## config.mk

```make
export PLATFORM = sky130hd
export DESIGN_NAME = ecsm_divu
export DESIGN_NICKNAME = d
export VERILOG_FILES = /design/src/ecsm_pkg.sv /design/src/ecsm_divu.sv
export SDC_FILE = /design/constraint.sdc
export NUM_CORES = 1
export LEC_CHECK = 0
export ABC_AREA = 1
export BUFFER_PORTS_ARGS = -buffer_cell sky130_fd_sc_hd__buf_2
export CAP_MARGIN = 0
export CORE_MARGIN = 10
export CORE_UTILIZATION = 45
export DETAILED_ROUTE_END_ITERATION = 8
export GPL_TIMING_DRIVEN = 1
export PLACE_DENSITY = 0.69
export SETUP_SLACK_MARGIN = 0.1
export SLEW_MARGIN = 15
export SYNTH_ARGS = -nofsm -noshare
export SYNTH_HDL_FRONTEND = slang
export SYNTH_SLANG_ARGS = --single-unit
```

## constraint.sdc

```tcl
create_clock -name clk_i -period 3.7 [get_ports clk_i]
set_input_delay 0.74 -clock clk_i [delete_from_list [all_inputs] [get_ports clk_i]]
set_output_delay 0.74 -clock clk_i [all_outputs]
set_load 0.01 [all_outputs]
```

## src/ecsm_pkg.sv

```systemverilog
// Shared types and codes of the elliptic-curve point arithmetic core.
`timescale 1ns / 1ps
`default_nettype none
package ecsm_pkg;

  localparam logic OP_ADD   = 1'b0;
  localparam logic OP_SCALE = 1'b1;

  localparam logic CFG_CURVE_A = 1'b0;
  localparam logic CFG_MODULUS = 1'b1;

  typedef enum logic [3:0] {
    ST_IDLE,
    ST_RED,
    ST_SETUP,
    ST_LOOP,
    ST_PT,
    ST_DEN,
    ST_INV_CHK,
    ST_INV_DIV,
    ST_INV_MUL,
    ST_NUM1,
    ST_NUM2,
    ST_SLOPE,
    ST_SQ,
    ST_YMUL,
    ST_COMMIT,
    ST_DONE
  } state_e;

endpackage
`default_nettype wire

```

## src/ecsm_divu.sv

```systemverilog
// Bit-serial restoring divider giving quotient and remainder, one bit per cycle.
`timescale 1ns / 1ps
`default_nettype none
module ecsm_divu import ecsm_pkg::*; #(
  parameter int W = 64
) (
  input  wire logic         clk_i,
  input  wire logic         rst_ni,
  input  wire logic         start_i,
  input  wire logic [W-1:0] dividend_i,
  input  wire logic [W-1:0] divisor_i,
  output logic              done_o,
  output logic [W-1:0]      quot_o,
  output logic [W-1:0]      rem_o
);

  localparam int CW = $clog2(W);

  logic [W-1:0]  d_q, rem_q, quo_q;
  logic [W:0]    trial, diff;
  logic          ge;
  logic [CW-1:0] cnt_q;
  logic          busy_q, done_q;

  assign trial = {rem_q, quo_q[W-1]};
  assign diff  = trial - {1'b0, d_q};
  assign ge    = (trial >= {1'b0, d_q});

  always_ff @(posedge clk_i or negedge rst_ni) begin
    if (!rst_ni) begin
      busy_q <= 1'b0;
      done_q <= 1'b0;
      cnt_q  <= '0;
    end else begin
      done_q <= 1'b0;
      if (start_i) begin
        busy_q <= 1'b1;
        cnt_q  <= '0;
      end else if (busy_q) begin
        cnt_q <= cnt_q + 1'b1;
        if (cnt_q == CW'(W - 1)) begin
          busy_q <= 1'b0;
          done_q <= 1'b1;
        end
      end
    end
  end

  always_ff @(posedge clk_i) begin
    if (start_i) begin
      d_q   <= divisor_i;
      rem_q <= '0;
      quo_q <= dividend_i;
    end else if (busy_q) begin
      rem_q <= ge ? diff[W-1:0] : trial[W-1:0];
      quo_q <= {quo_q[W-2:0], ge};
    end
  end

  assign done_o = done_q;
  assign quot_o = quo_q;
  assign rem_o  = rem_q;

endmodule
`default_nettype wire

```

==> results.txt <==
Crit path launch type: flop
Top post-synthesis cells by count: nand2_1, inv_1, nand3_1
Crit-path max cell delay: 0.48 ns
Post-detail-place hpwl: 39.90 mm
Cts-stage hold buffer count: 0
Post-synth EDFFs: 128
Iteration-0 DRC Markers: 933
RSZ-0062 raised after global routing: false
CTS tree: built
Worst slew pin tran: 0.9735 ns
Synthesized area per cell: 6.654 µm²
Critical Path AT: 3.24 ns
Total power after layout: 0.005241 W
Main flop type after synthesis: edfxtp_1
Sequential share of power: 0.492
First-pass GRT wire length: 75.92 mm
Final Hold Violating Endpoints: 0
Status: completed
H-tree depth: 4
Die area: 38580 µm²
Clk pin slew, worst setup/hold paths: 0.09 ns
Num CTS Buffers: 17
1st-pass router iterations: 8
Clock network power share: 0.378
Asr flop ratio synth: 0.04000
Syn nets: 2302
Initial Util: 0.4567
Final ANT Viol Nets: 0
Clock Path Buffers: 2
Synth Warn #: 0
RR Startpoint: d_q[54]
Cell with the most instances after synthesis: nand2_1
PostCTS Resize Cnt: 0
Worst VDD drop: 333.3 µV
Required @ worst endpoint: 4.05 ns
Routability cong.: 0.9873
Hold Path Class: in2async
Via count of the first global-routing pass: 13486
Pwr per Cell Area: 322.3 nW/µm²
F_max: 346.3 MHz
Relative slew margins: 0.3510
Clk sinks: 200
DP Cell Count: 2725
Internal power: 0.003737 W
Mapped Area: 14010 µm²
DR vias: 13824
Synth area leaders: edfxtp_1, nand2_1, inv_1
Setup Skew: 0.01819 ns
Drt drc: 0
Leakage Power: 9.162 nW
Switching part of the total power: 0.2870
Mapped Cells: 2105
CTS root buf: clkbuf_16
Final period util: 0.7804
Area grow syn2layout: 16.09%
Sequential area share after synthesis: 0.3802
Overflow after GRT: 0
GRT Total Usage: 0.2505
Setup Crit Path Kind: reg2reg
Port Buffers: 259
Maximum fanout along the worst path: 24
Area leader, netlist: edfxtp_1
Initial antenna violation count: 1
Row cnt: 64
Final std cells w/o fill: 2757
Wirelength, routed: 48.95 mm
Post-layout min period: 2.888 ns
Post-CTS setup buffer count: 0
Share of the synthesized area in the top cell type: 0.2744
Most frequent CP cell: nand2_1
R2R cell count: 16
Combinational Power Share: 0.130
Synth cell types: 36
R2r endpoint: rem_o[48]
Max Cap Viol: 0
Core Region: 30670 µm²
Reg2Reg Setup Slack: 0.81 ns
Finish-stage setup viols: 0
Inserted Diodes: 0
Slowest stage cell, crit path: ha_1
Setup TNS: 0 ns
Worst skew pair latency: 0.47 ns
Final nets: 2545
Drt wl/cell: 17.75 µm
Worst setup path startpoint: d_q[54]
Die width: 196.4 µm
Vias per inst: 5.014
Seq cells post-synth: 200
Sw Pwr: 0.001504 W
Final slew viol count: 0
Largest net degree at the start of global routing: 91
Die Y: 196.4 µm
Share of cells above drive strength 1: 0.1427
Setup crit end kind: flop
Cells along the critical path: inv_1, ha_1, nand2_1, nor2_1, nand2_1, nor2_1, nand2_1, nor2_1, nand2_1, nand3_2, nor2_4, nand2_4, buf_4, nand2_1, nand3_1, nand2_1
# fillers: 3143
I/O pins: 260
==> flip-flops by register name, summed over array words and instances, names as in the netlist <==
name and cells:
d_q 64, cnt_q 6, done_o 1, busy_q 1, quot_o 64, rem_o 64
==> metrics by stage <==
| step | worst slack (ns) | hold slack, ns | cell area (µm²) | utilization |
|---|---|---|---|---|
| final | 0.8124 | 0.1114 | 16260 | 0.5302 |
| after global routing | 0.5498 | 0.1028 | 16260 | 0.5302 |
| after CTS | 0.8427 | 0.09637 | 16260 | 0.5302 |
| after detailed placement | 0.8663 | 0.4747 | 15660 | 0.5105 |
| after global placement | 0.8657 | 0.4670 | 15660 | 0.5105 |
| after floorplan | 0.3384 | 0.4444 | 14010 | - |
==> kinds of logic (layout without fill, tap and decap cells) <==
group	count (synthesis)	after routing	share of synthesized area
buf+inv	445	701	0.1263
compound gates	110	110	0.04091
simple gates	1246	1246	0.3694
fa+ha+maj	66	66	0.05949
flops	200	200	0.3802
xor+xnor	38	38	0.02376
==> critical path, delay by kind of cell, from the launching register on <==
family | cells | cell delay [ns]
buf+inv | 2 | 0.39
flops | 1 | 0.33
fa+ha+maj | 1 | 0.48
simple gates | 13 | 1.55
==> worst max path at each step <==
stage,end,cells after the start
2_1_floorplan,quot_o[0],3
3_3_place_gp,rem_o[62],16
3_5_place_dp,rem_o[47],16
4_1_cts,rem_o[48],16
5_1_grt,rem_o[48],16
6_report,rem_o[48],16
==> placed cells by master (no fill, tap or decap), drive strengths merged, types with 8 or more instances in the layout <==
master,n
a21oi,51
nand3b,46
buf,271
o21ai,50
edfxtp,128
clkbuf,18
dfrtp,8
dfxtp,64
nor3,16
nand2,900
nand3,143
xnor2,36
ha,65
nor2,133
inv,404
==> power by group through the flow <==
stage                     combinational [W]  sequential (W)  clock [W]
after floorplan                    0.000356         0.00264          0
after global placement             0.000683         0.00262          0
after detailed placement           0.000686         0.00262          0
after CTS                          0.000686         0.00258    0.00201
after global routing               0.000764         0.00259    0.00208
final                              0.000683         0.00258    0.00198
==> per-layer routing <==
layer | global-route usage | routed length [µm] | vias to the layer above
li1 | - | - | 6947
met4 | 0.06448 | 894 | 2
met5 | 0 | 12 | -
met3 | 0.07366 | 4456 | 40
met1 | 0.3286 | 21860 | 6310
met2 | 0.3953 | 21730 | 525
==> area by class of cell <==
type                    count  area [µm²]  share of cell area
repair buffers            271        1414             0.08695
clock inverters            14       173.9             0.01070
inverters                 398        1495             0.09195
clock buffers              18       429.2             0.02639
well taps                 396       495.5             0.03047
flip-flops and latches    200        5325              0.3275
multi-input cells        1460        6928              0.4261
No activity file was read; power rests on OpenSTA's default activity.
