==> config.mk <==
export PLATFORM = sky130hd
export DESIGN_NAME = ecsm_mulmod
export DESIGN_NICKNAME = d
export VERILOG_FILES = /design/src/ecsm_pkg.sv /design/src/ecsm_mulmod.sv
export SDC_FILE = /design/constraint.sdc
export NUM_CORES = 1
export LEC_CHECK = 0
export BUFFER_PORTS_ARGS = -buffer_cell sky130_fd_sc_hd__buf_2
export CAP_MARGIN = 25
export CORE_ASPECT_RATIO = 1.1
export CORE_MARGIN = 2
export CORE_UTILIZATION = 49
export DETAILED_ROUTE_END_ITERATION = 10
export PLACE_DENSITY = 0.69
export SLEW_MARGIN = 15
export SYNTH_ARGS = -nofsm -noshare
export SYNTH_HDL_FRONTEND = slang
export SYNTH_SLANG_ARGS = --single-unit
==> constraint.sdc <==
create_clock -name clk_i -period 8.6 [get_ports clk_i]
set_clock_uncertainty 0.2 [all_clocks]
set_input_delay 0.86 -clock clk_i [delete_from_list [all_inputs] [get_ports clk_i]]
set_output_delay 0.86 -clock clk_i [all_outputs]
set_load 0.01 [all_outputs]
==> src/ecsm_pkg.sv <==
// Shared types and codes of the elliptic-curve point arithmetic core.
`timescale 1ns / 1ps
`default_nettype none
package ecsm_pkg;

  localparam logic OP_ADD   = 1'b0;
  localparam logic OP_SCALE = 1'b1;

  localparam logic CFG_CURVE_A = 1'b0;
  localparam logic CFG_MODULUS = 1'b1;

  typedef enum logic [3:0] {
    ST_IDLE,
    ST_RED,
    ST_SETUP,
    ST_LOOP,
    ST_PT,
    ST_DEN,
    ST_INV_CHK,
    ST_INV_DIV,
    ST_INV_MUL,
    ST_NUM1,
    ST_NUM2,
    ST_SLOPE,
    ST_SQ,
    ST_YMUL,
    ST_COMMIT,
    ST_DONE
  } state_e;

endpackage
`default_nettype wire

==> src/ecsm_mulmod.sv <==
// Bit-serial modular multiplier, one bit of the second operand per cycle.
`timescale 1ns / 1ps
`default_nettype none
module ecsm_mulmod import ecsm_pkg::*; #(
  parameter int W = 64
) (
  input  wire logic         clk_i,
  input  wire logic         rst_ni,
  input  wire logic         start_i,
  input  wire logic [W-1:0] op_a_i,
  input  wire logic [W-1:0] op_b_i,
  input  wire logic [W-1:0] mod_i,
  output logic              done_o,
  output logic [W-1:0]      prod_o
);

  localparam int CW = $clog2(W);

  logic [W-1:0]  a_q, b_q, m_q, r_q, r_d;
  logic [CW-1:0] cnt_q;
  logic          busy_q, done_q;

  function automatic logic [W-1:0] mod_add(input logic [W-1:0] x, input logic [W-1:0] y,
                                           input logic [W-1:0] m);
    logic [W:0] s;
    s = {1'b0, x} + {1'b0, y};
    if (s >= {1'b0, m}) begin
      s = s - {1'b0, m};
    end
    return s[W-1:0];
  endfunction

  always_comb begin
    r_d = mod_add(r_q, r_q, m_q);
    if (b_q[W-1]) begin
      r_d = mod_add(r_d, a_q, m_q);
    end
  end

  always_ff @(posedge clk_i or negedge rst_ni) begin
    if (!rst_ni) begin
      busy_q <= 1'b0;
      done_q <= 1'b0;
      cnt_q  <= '0;
    end else begin
      done_q <= 1'b0;
      if (start_i) begin
        busy_q <= 1'b1;
        cnt_q  <= '0;
      end else if (busy_q) begin
        cnt_q <= cnt_q + 1'b1;
        if (cnt_q == CW'(W - 1)) begin
          busy_q <= 1'b0;
          done_q <= 1'b1;
        end
      end
    end
  end

  always_ff @(posedge clk_i) begin
    if (start_i) begin
      a_q <= op_a_i;
      b_q <= op_b_i;
      m_q <= mod_i;
      r_q <= '0;
    end else if (busy_q) begin
      r_q <= r_d;
      b_q <= {b_q[W-2:0], 1'b0};
    end
  end

  assign done_o = done_q;
  assign prod_o = r_q;

endmodule
`default_nettype wire

==> qor.csv, run 1 <==
stage;metric;value;unit
sta;total negative slack;0;ns
place;GPL Wtd Cong;0.997;
grt;gr usage total;33.3;%
outcome;status;complete, no violations;
worst_setup_path;CP Capture Type;flop;
routing;Via density;5.95;
worst_setup_path;CP arrival;8.71;ns
final_layout;area grow syn2layout;34.5;%
worst_setup_path;WP data required;8.82;ns
floorplan;Die W;208;microns
min_path;HP Start;mod_i[15];
floorplan;core footprint;45300;sq um
synth;EDFF count, synth;192;
sta;Slew Limit Fails;0;
worst_setup_path;R2R Path Start;m_q[24];
worst_setup_path;crit-path max cell delay;0.38;ns
routing;WL final;84400;microns
min_path;HP Class;input port to flop;
place;placed cells;3841;
final_layout;most common library cell in the layout ignoring fill and taps;buf_4;
worst_setup_path;most used cell, CP;buf_4;
sta;unrepaired setup endpoints after global routing;true;
final_layout;Nets;3710;
worst_setup_path;CP max FO;12;
routing;Routed WL per cell;21.5;microns
routing;post-route ant nets;0;
synth;asr flop ratio synth;3.03;%
run;Max-cap violations;0;
sta;Min Hold Slack;0.221;ns
floorplan;Starting Density;49.5;%
worst_setup_path;CP max stage cell;edfxtp_1;
synth;Post-Syn Area;22400;sq um
synth;Syn. warnings;0;
floorplan;total I/O pin count;260;
grt;pin count of the biggest net entering global routing;82;
min_path;hold path endpoint;m_q[15];
grt;vias in the first global route;23000;
floorplan;die area;47500;sq um
floorplan;Std-Cell Rows;82;
synth;main flop type after synthesis;edfxtp_1;
cts;CTS tree;done;
routing;drt drc;0;
final_layout;share of cells above drive strength 1;34.2;%
synth;syn_nets;2969;
sta;Final Hold Violating Endpoints;0;
cts;Worst-path clk slew;0.06;ns
final_layout;Layout Utilization;66.6;%
cts;H-tree Lvls;1;
cts;clock sink total;264;
final_layout;most frequent cells in the layout;buf_4 (546), a21oi_1 (262), buf_2 (258);
worst_setup_path;worst r2r path cells;41;
sta;worst-margin pin slew;1.07;ns
cts;Root Driver;clkbuf_16;
grt;first-pass GRT wire length;126000;microns
routing;DR vias;23400;
place;PortBufs;259;
grt;total grt overflow;0;
cts;Clock Latency Late Sink;0.61;ns
sta;Final period util;98.8;%
min_path;Worst Hold Depth;1;
sta;Max Clock Freq;118;MHz
cts;maximum clock path buffer count;3;
floorplan;die height;228;microns
synth;Seq cells post-synth;264;
synth;Post-Syn Area per Cell;8.70;sq um
worst_setup_path;worst reg-to-reg setup slack;0.10;ns
place;post-DP HPWL;65600;microns
synth;Yosys cell types;94;
routing;Initial DRT Pass Iterations;6;
routing;DRT iter0 DRCs;2131;
worst_setup_path;critical path class;flop to flop;
final_layout;Layout Cells excl Fill;3932;
synth;post-synthesis cell count;2578;
final_layout;Antenna Cells;0;
final_layout;filler cell count;3810;
worst_setup_path;CP startpoint kind;flop;
cts;CTS Buf Count;31;
sta;Finish-stage setup viols;0;
grt;initial antenna violation count;0;
worst_setup_path;worst r2r dst;prod_o[62];
synth;sequential area share after synthesis;32.3;%
sta;Final Critical Period;8.50;ns
sta;slew margin rel.;28.3;%
==> cell families after synthesis <==
logic type	after synthesis	synth area share (%)
AO/OA/AOI/OAI	861	24.6
AND/OR/NAND/NOR	725	15.1
flip-flops	264	32.3
buffers and inverters	243	4.57
adder cells (fa/ha/maj)	196	11.0
XOR/XNOR	183	7.14
multiplexers	106	5.25
==> layout make-up <==
cell class	instances	area [sq um]	share of cell area [%]
clock inverter	21	264	0.875
clock buffer	37	818	2.71
sequential	264	7250	24.0
multi-input combinational	2071	14900	49.4
timing repair buffer	823	5740	19.0
inverter	128	480	1.59
tap	588	736	2.44
==> cell usage after synthesis (all sizes together), types with 6 or more instances <==
| library cell | n | area share, % |
|---|---|---|
| o21bai | 35 | 1.2 |
| nor2 | 186 | 3.1 |
| a221o | 8 | 0.36 |
| a211oi | 26 | 0.98 |
| o21a | 21 | 0.70 |
| o221ai | 10 | 0.42 |
| nor3 | 40 | 0.96 |
| mux2i | 21 | 0.94 |
| o21ai | 179 | 4.1 |
| and3 | 22 | 0.61 |
| a31o | 6 | 0.23 |
| buf | 33 | 1.1 |
| edfxtp | 192 | 26 |
| o31ai | 12 | 0.49 |
| o311ai | 6 | 0.23 |
| a21oi | 304 | 7.0 |
| nand2 | 254 | 4.2 |
| ha | 193 | 11 |
| o22ai | 25 | 0.70 |
| a211o | 9 | 0.35 |
| dfxtp | 64 | 5.7 |
| a31oi | 42 | 1.3 |
| mux2 | 85 | 4.3 |
| nand2b | 47 | 1.3 |
| a21o | 67 | 2.2 |
| o211ai | 40 | 1.4 |
| dfrtp | 8 | 0.89 |
| inv | 127 | 2.1 |
| xor2 | 81 | 3.2 |
| xnor2 | 102 | 4.0 |
| nor2b | 22 | 0.61 |
| a21boi | 14 | 0.47 |
| nand4 | 53 | 1.5 |
| or2 | 7 | 0.20 |
| and2 | 13 | 0.36 |
| a311oi | 7 | 0.27 |
| clkbuf | 82 | 1.4 |
| or3 | 9 | 0.25 |
| nand3 | 48 | 1.1 |
==> what timing repair did <==
action | CTS | global route
buffers inserted | 1 | 27
setup endpoints to repair | 52 | 64
resized for setup | 11 | 167
hold buffers | 1 | 0
endpoints found under the hold margin | 8 | 0
pin swaps | 0 | 42
gates cloned | 0 | 4
==> sequential cells by signal (all words and copies together), names as in the netlist <==
register,count
busy_q,1
prod_o,64
cnt_q,6
a_q,64
m_q,64
done_o,1
b_q,64
==> per-layer routing <==
layer,global-route usage (%),part of all wire [%],vias up
met1,43.8,41,11100
met3,4.18,8.0,208
li1,-,-,11000
met4,12.6,4.2,0
met5,0,0,-
met2,56.1,47,1098
==> worst max-delay path, delay by kind of cell (launching register included) <==
family	cells	cell delay, ns
AO/OA/AOI/OAI	16	3.28
AND/OR/NAND/NOR	10	1.57
buffers and inverters	9	1.40
adder cells (fa/ha/maj)	3	0.91
flip-flops	1	0.38
XOR/XNOR	2	0.36
multiplexers	1	0.16
==> through the flow <==
step	setup slack (ns)	instance area, sq um
floorplan	0.933	22400
global placement	-0.112	28000
detailed placement	-0.123	28000
CTS	0.00624	29200
global route	-0.0705	30200
finish	0.102	30200
==> how the worst max path moves through the flow <==
stage | endpoint | slack [ns] | cells past startpoint | start
after global placement | prod_o[62] | -0.11 | 38 | m_q[16]
final | prod_o[62] | 0.10 | 41 | m_q[24]
after global routing | prod_o[28] | -0.07 | 41 | m_q[24]
after detailed placement | prod_o[16] | -0.12 | 41 | m_q[20]
after CTS | prod_o[62] | 0.006 | 39 | m_q[20]
after floorplan | prod_o[55] | 0.93 | 40 | prod_o[19]
Power of run 1 is left out: the tool's default activity adds up to more than one toggle a clock period on the data nets, which glitch-free logic cannot reach.
==> run 2, diff against run 1 <==
--- a/config.mk
+++ b/config.mk
@@ -7,10 +7,12 @@
 export LEC_CHECK = 0
 export BUFFER_PORTS_ARGS = -buffer_cell sky130_fd_sc_hd__buf_2
 export CAP_MARGIN = 25
-export CORE_ASPECT_RATIO = 1.1
+export CORE_ASPECT_RATIO = 1.4
 export CORE_MARGIN = 2
 export CORE_UTILIZATION = 49
 export DETAILED_ROUTE_END_ITERATION = 10
+export HOLD_SLACK_MARGIN = 0.05
+export MAX_ROUTING_LAYER = met4
 export PLACE_DENSITY = 0.69
 export SLEW_MARGIN = 15
 export SYNTH_ARGS = -nofsm -noshare
==> qor.csv, run 2 (same netlist as run 1, synthesis figures left out) <==
stage;metric;value;unit;change
grt;total grt overflow;0;;unchanged
place;pre-CTS WS;-0.636;ns;was -0.123 ns
worst_setup_path;WP data required;8.89;ns;was 8.82 ns
sta;Finish-stage setup viols;0;;unchanged
grt;vias in the first global route;24600;;was 23000
worst_setup_path;CP arrival;8.76;ns;was 8.71 ns
grt;initial antenna violation count;3;;was 0
floorplan;Std-Cell Rows;92;;was 82
floorplan;total I/O pin count;260;;unchanged
min_path;HP Start;op_a_i[58];;was mod_i[15]
place;post-DP HPWL;70500;microns;was 65600 microns
sta;Slew Limit Fails;0;;unchanged
floorplan;core footprint;45100;sq um;was 45300 sq um
final_layout;Nets;3838;;was 3710
cts;CTS tree;done;;unchanged
routing;Via density;5.91;;was 5.95
place;PortBufs;259;;unchanged
sta;worst-margin pin slew;0.999;ns;was 1.07 ns
floorplan;Die W;185;microns;was 208 microns
outcome;status;complete, no violations;;unchanged
final_layout;share of cells above drive strength 1;36.7;%;was 34.2%
sta;slew margin rel.;33.4;%;was 28.3%
cts;clock sink total;264;;unchanged
routing;Routed WL per cell;21.6;microns;was 21.5 microns
sta;Final Hold Violating Endpoints;0;;unchanged
worst_setup_path;CP startpoint;m_q[38];;was m_q[24]
routing;post-route ant nets;0;;unchanged
final_layout;Layout Utilization;68.7;%;was 66.6%
sta;Min Hold Slack;0.234;ns;was 0.221 ns
worst_setup_path;R2R Path Start;m_q[38];;was m_q[24]
sta;crit path setup slack, layout;0.131;ns;was 0.102 ns
worst_setup_path;CP startpoint kind;flop;;unchanged
worst_setup_path;CP max stage cell;or4_1;;was edfxtp_1
routing;DRT iter0 DRCs;1808;;was 2131
routing;DR vias;24100;;was 23400
final_layout;most common library cell in the layout ignoring fill and taps;buf_4;;unchanged
cts;Clock Latency Late Sink;0.60;ns;was 0.61 ns
floorplan;die area;47500;sq um;about the same
sta;Final Critical Period;8.47;ns;was 8.50 ns
cts;maximum clock path buffer count;3;;unchanged
grt;gr usage total;36.9;%;was 33.3%
floorplan;Starting Density;49.7;%;was 49.5%
final_layout;area grow syn2layout;38.2;%;was 34.5%
worst_setup_path;most used cell, CP;buf_4;;unchanged
place;GPL Wtd Cong;1.05;;was 0.997
sta;Max Clock Freq;118;MHz;about the same
floorplan;die height;257;microns;was 228 microns
sta;Final period util;98.5;%;was 98.8%
worst_setup_path;CP max FO;15;;was 12
cts;Root Driver;clkbuf_16;;unchanged
worst_setup_path;crit-path max cell delay;0.53;ns;was 0.38 ns
min_path;HP Class;input port to flop;;unchanged
grt;first-pass GRT wire length;133000;microns;was 126000 microns
run;Max-cap violations;0;;unchanged
cts;Worst-path clk slew;0.07;ns;was 0.06 ns
worst_setup_path;critical path class;flop to flop;;unchanged
routing;WL final;88300;microns;was 84400 microns
routing;Initial DRT Pass Iterations;7;;was 6
cts;H-tree Lvls;1;;unchanged
grt;pin count of the biggest net entering global routing;82;;unchanged
routing;drt drc;0;;unchanged
worst_setup_path;CP Capture Type;flop;;unchanged
cts;CTS Buf Count;28;;was 31
sta;unrepaired setup endpoints after global routing;true;;unchanged
final_layout;most frequent cells in the layout;buf_4 (681), a21oi_1 (259), buf_2 (258);;was buf_4 (546), a21oi_1 (262), buf_2 (258)
## run 2: critical path: cells and delay by family, from the launching register on
kind | cells | cell delay, ns
AOI/OAI and AO/OA | 17 | 3.16
adders and majority gates | 3 | 0.96
buffers and inverters | 8 | 1.21
DFF | 1 | 0.37
and+or+nand+nor | 12 | 2.45
## run 2: path summary, 6_finish.rpt
check / to / slack [ns] / depth (start not counted)
max in group asynchronous: busy_q / 7.53 / 2
min in group asynchronous: done_o / 0.47 / 2
worst min register to register: done_o / 0.29 / 1
worst min-delay path: a_q[58] / 0.23 / 1
worst max register to register: prod_o[18] / 0.13 / 40
worst max-delay path: prod_o[18] / 0.13 / 40
## run 2: final cells by class
class / count / area, sq um
multi-input cells: 2071 / 15000
diodes: 2 / 5.00
repair buffers: 954 / 6630
clock buffers: 32 / 716
clock inverters: 20 / 186
flip-flops and latches: 264 / 7250
inverters: 128 / 480
well taps: 611 / 764
fillers: 3777 / 14100
## run 2: what timing repair did
item / CTS / global route
resized for setup: 30 / 157
pin swaps: 12 / 65
hold buffers: 1 / 0
endpoints found under the setup margin: 64 / 64
setup buffers: 3 / 20
hold endpoints to repair: 8 / 0
cloned: 0 / 0
## run 2: metrics by stage
step / cells / setup TNS [ns] / area, sq um
after global placement: 4003 / -19.19 / 29100
after detailed placement: 4003 / -22.24 / 29100
after floorplan: 2578 / 0 / 22400
after CTS: 4059 / 0 / 30100
after global routing: 4082 / -1.71 / 31000
final: 4082 / 0 / 31000
## run 2: metal layers
layer / GRT usage [%] / up-vias / routed length [microns]
met3: 4.50 / 303 / 5500
li1: - / 11300 / -
met4: 19.6 / 0 / 5250
met5: - / - / 0
met1: 41.0 / 11500 / 34000
met2: 64.0 / 1006 / 43500
Power of run 2 is left out for the same reason.
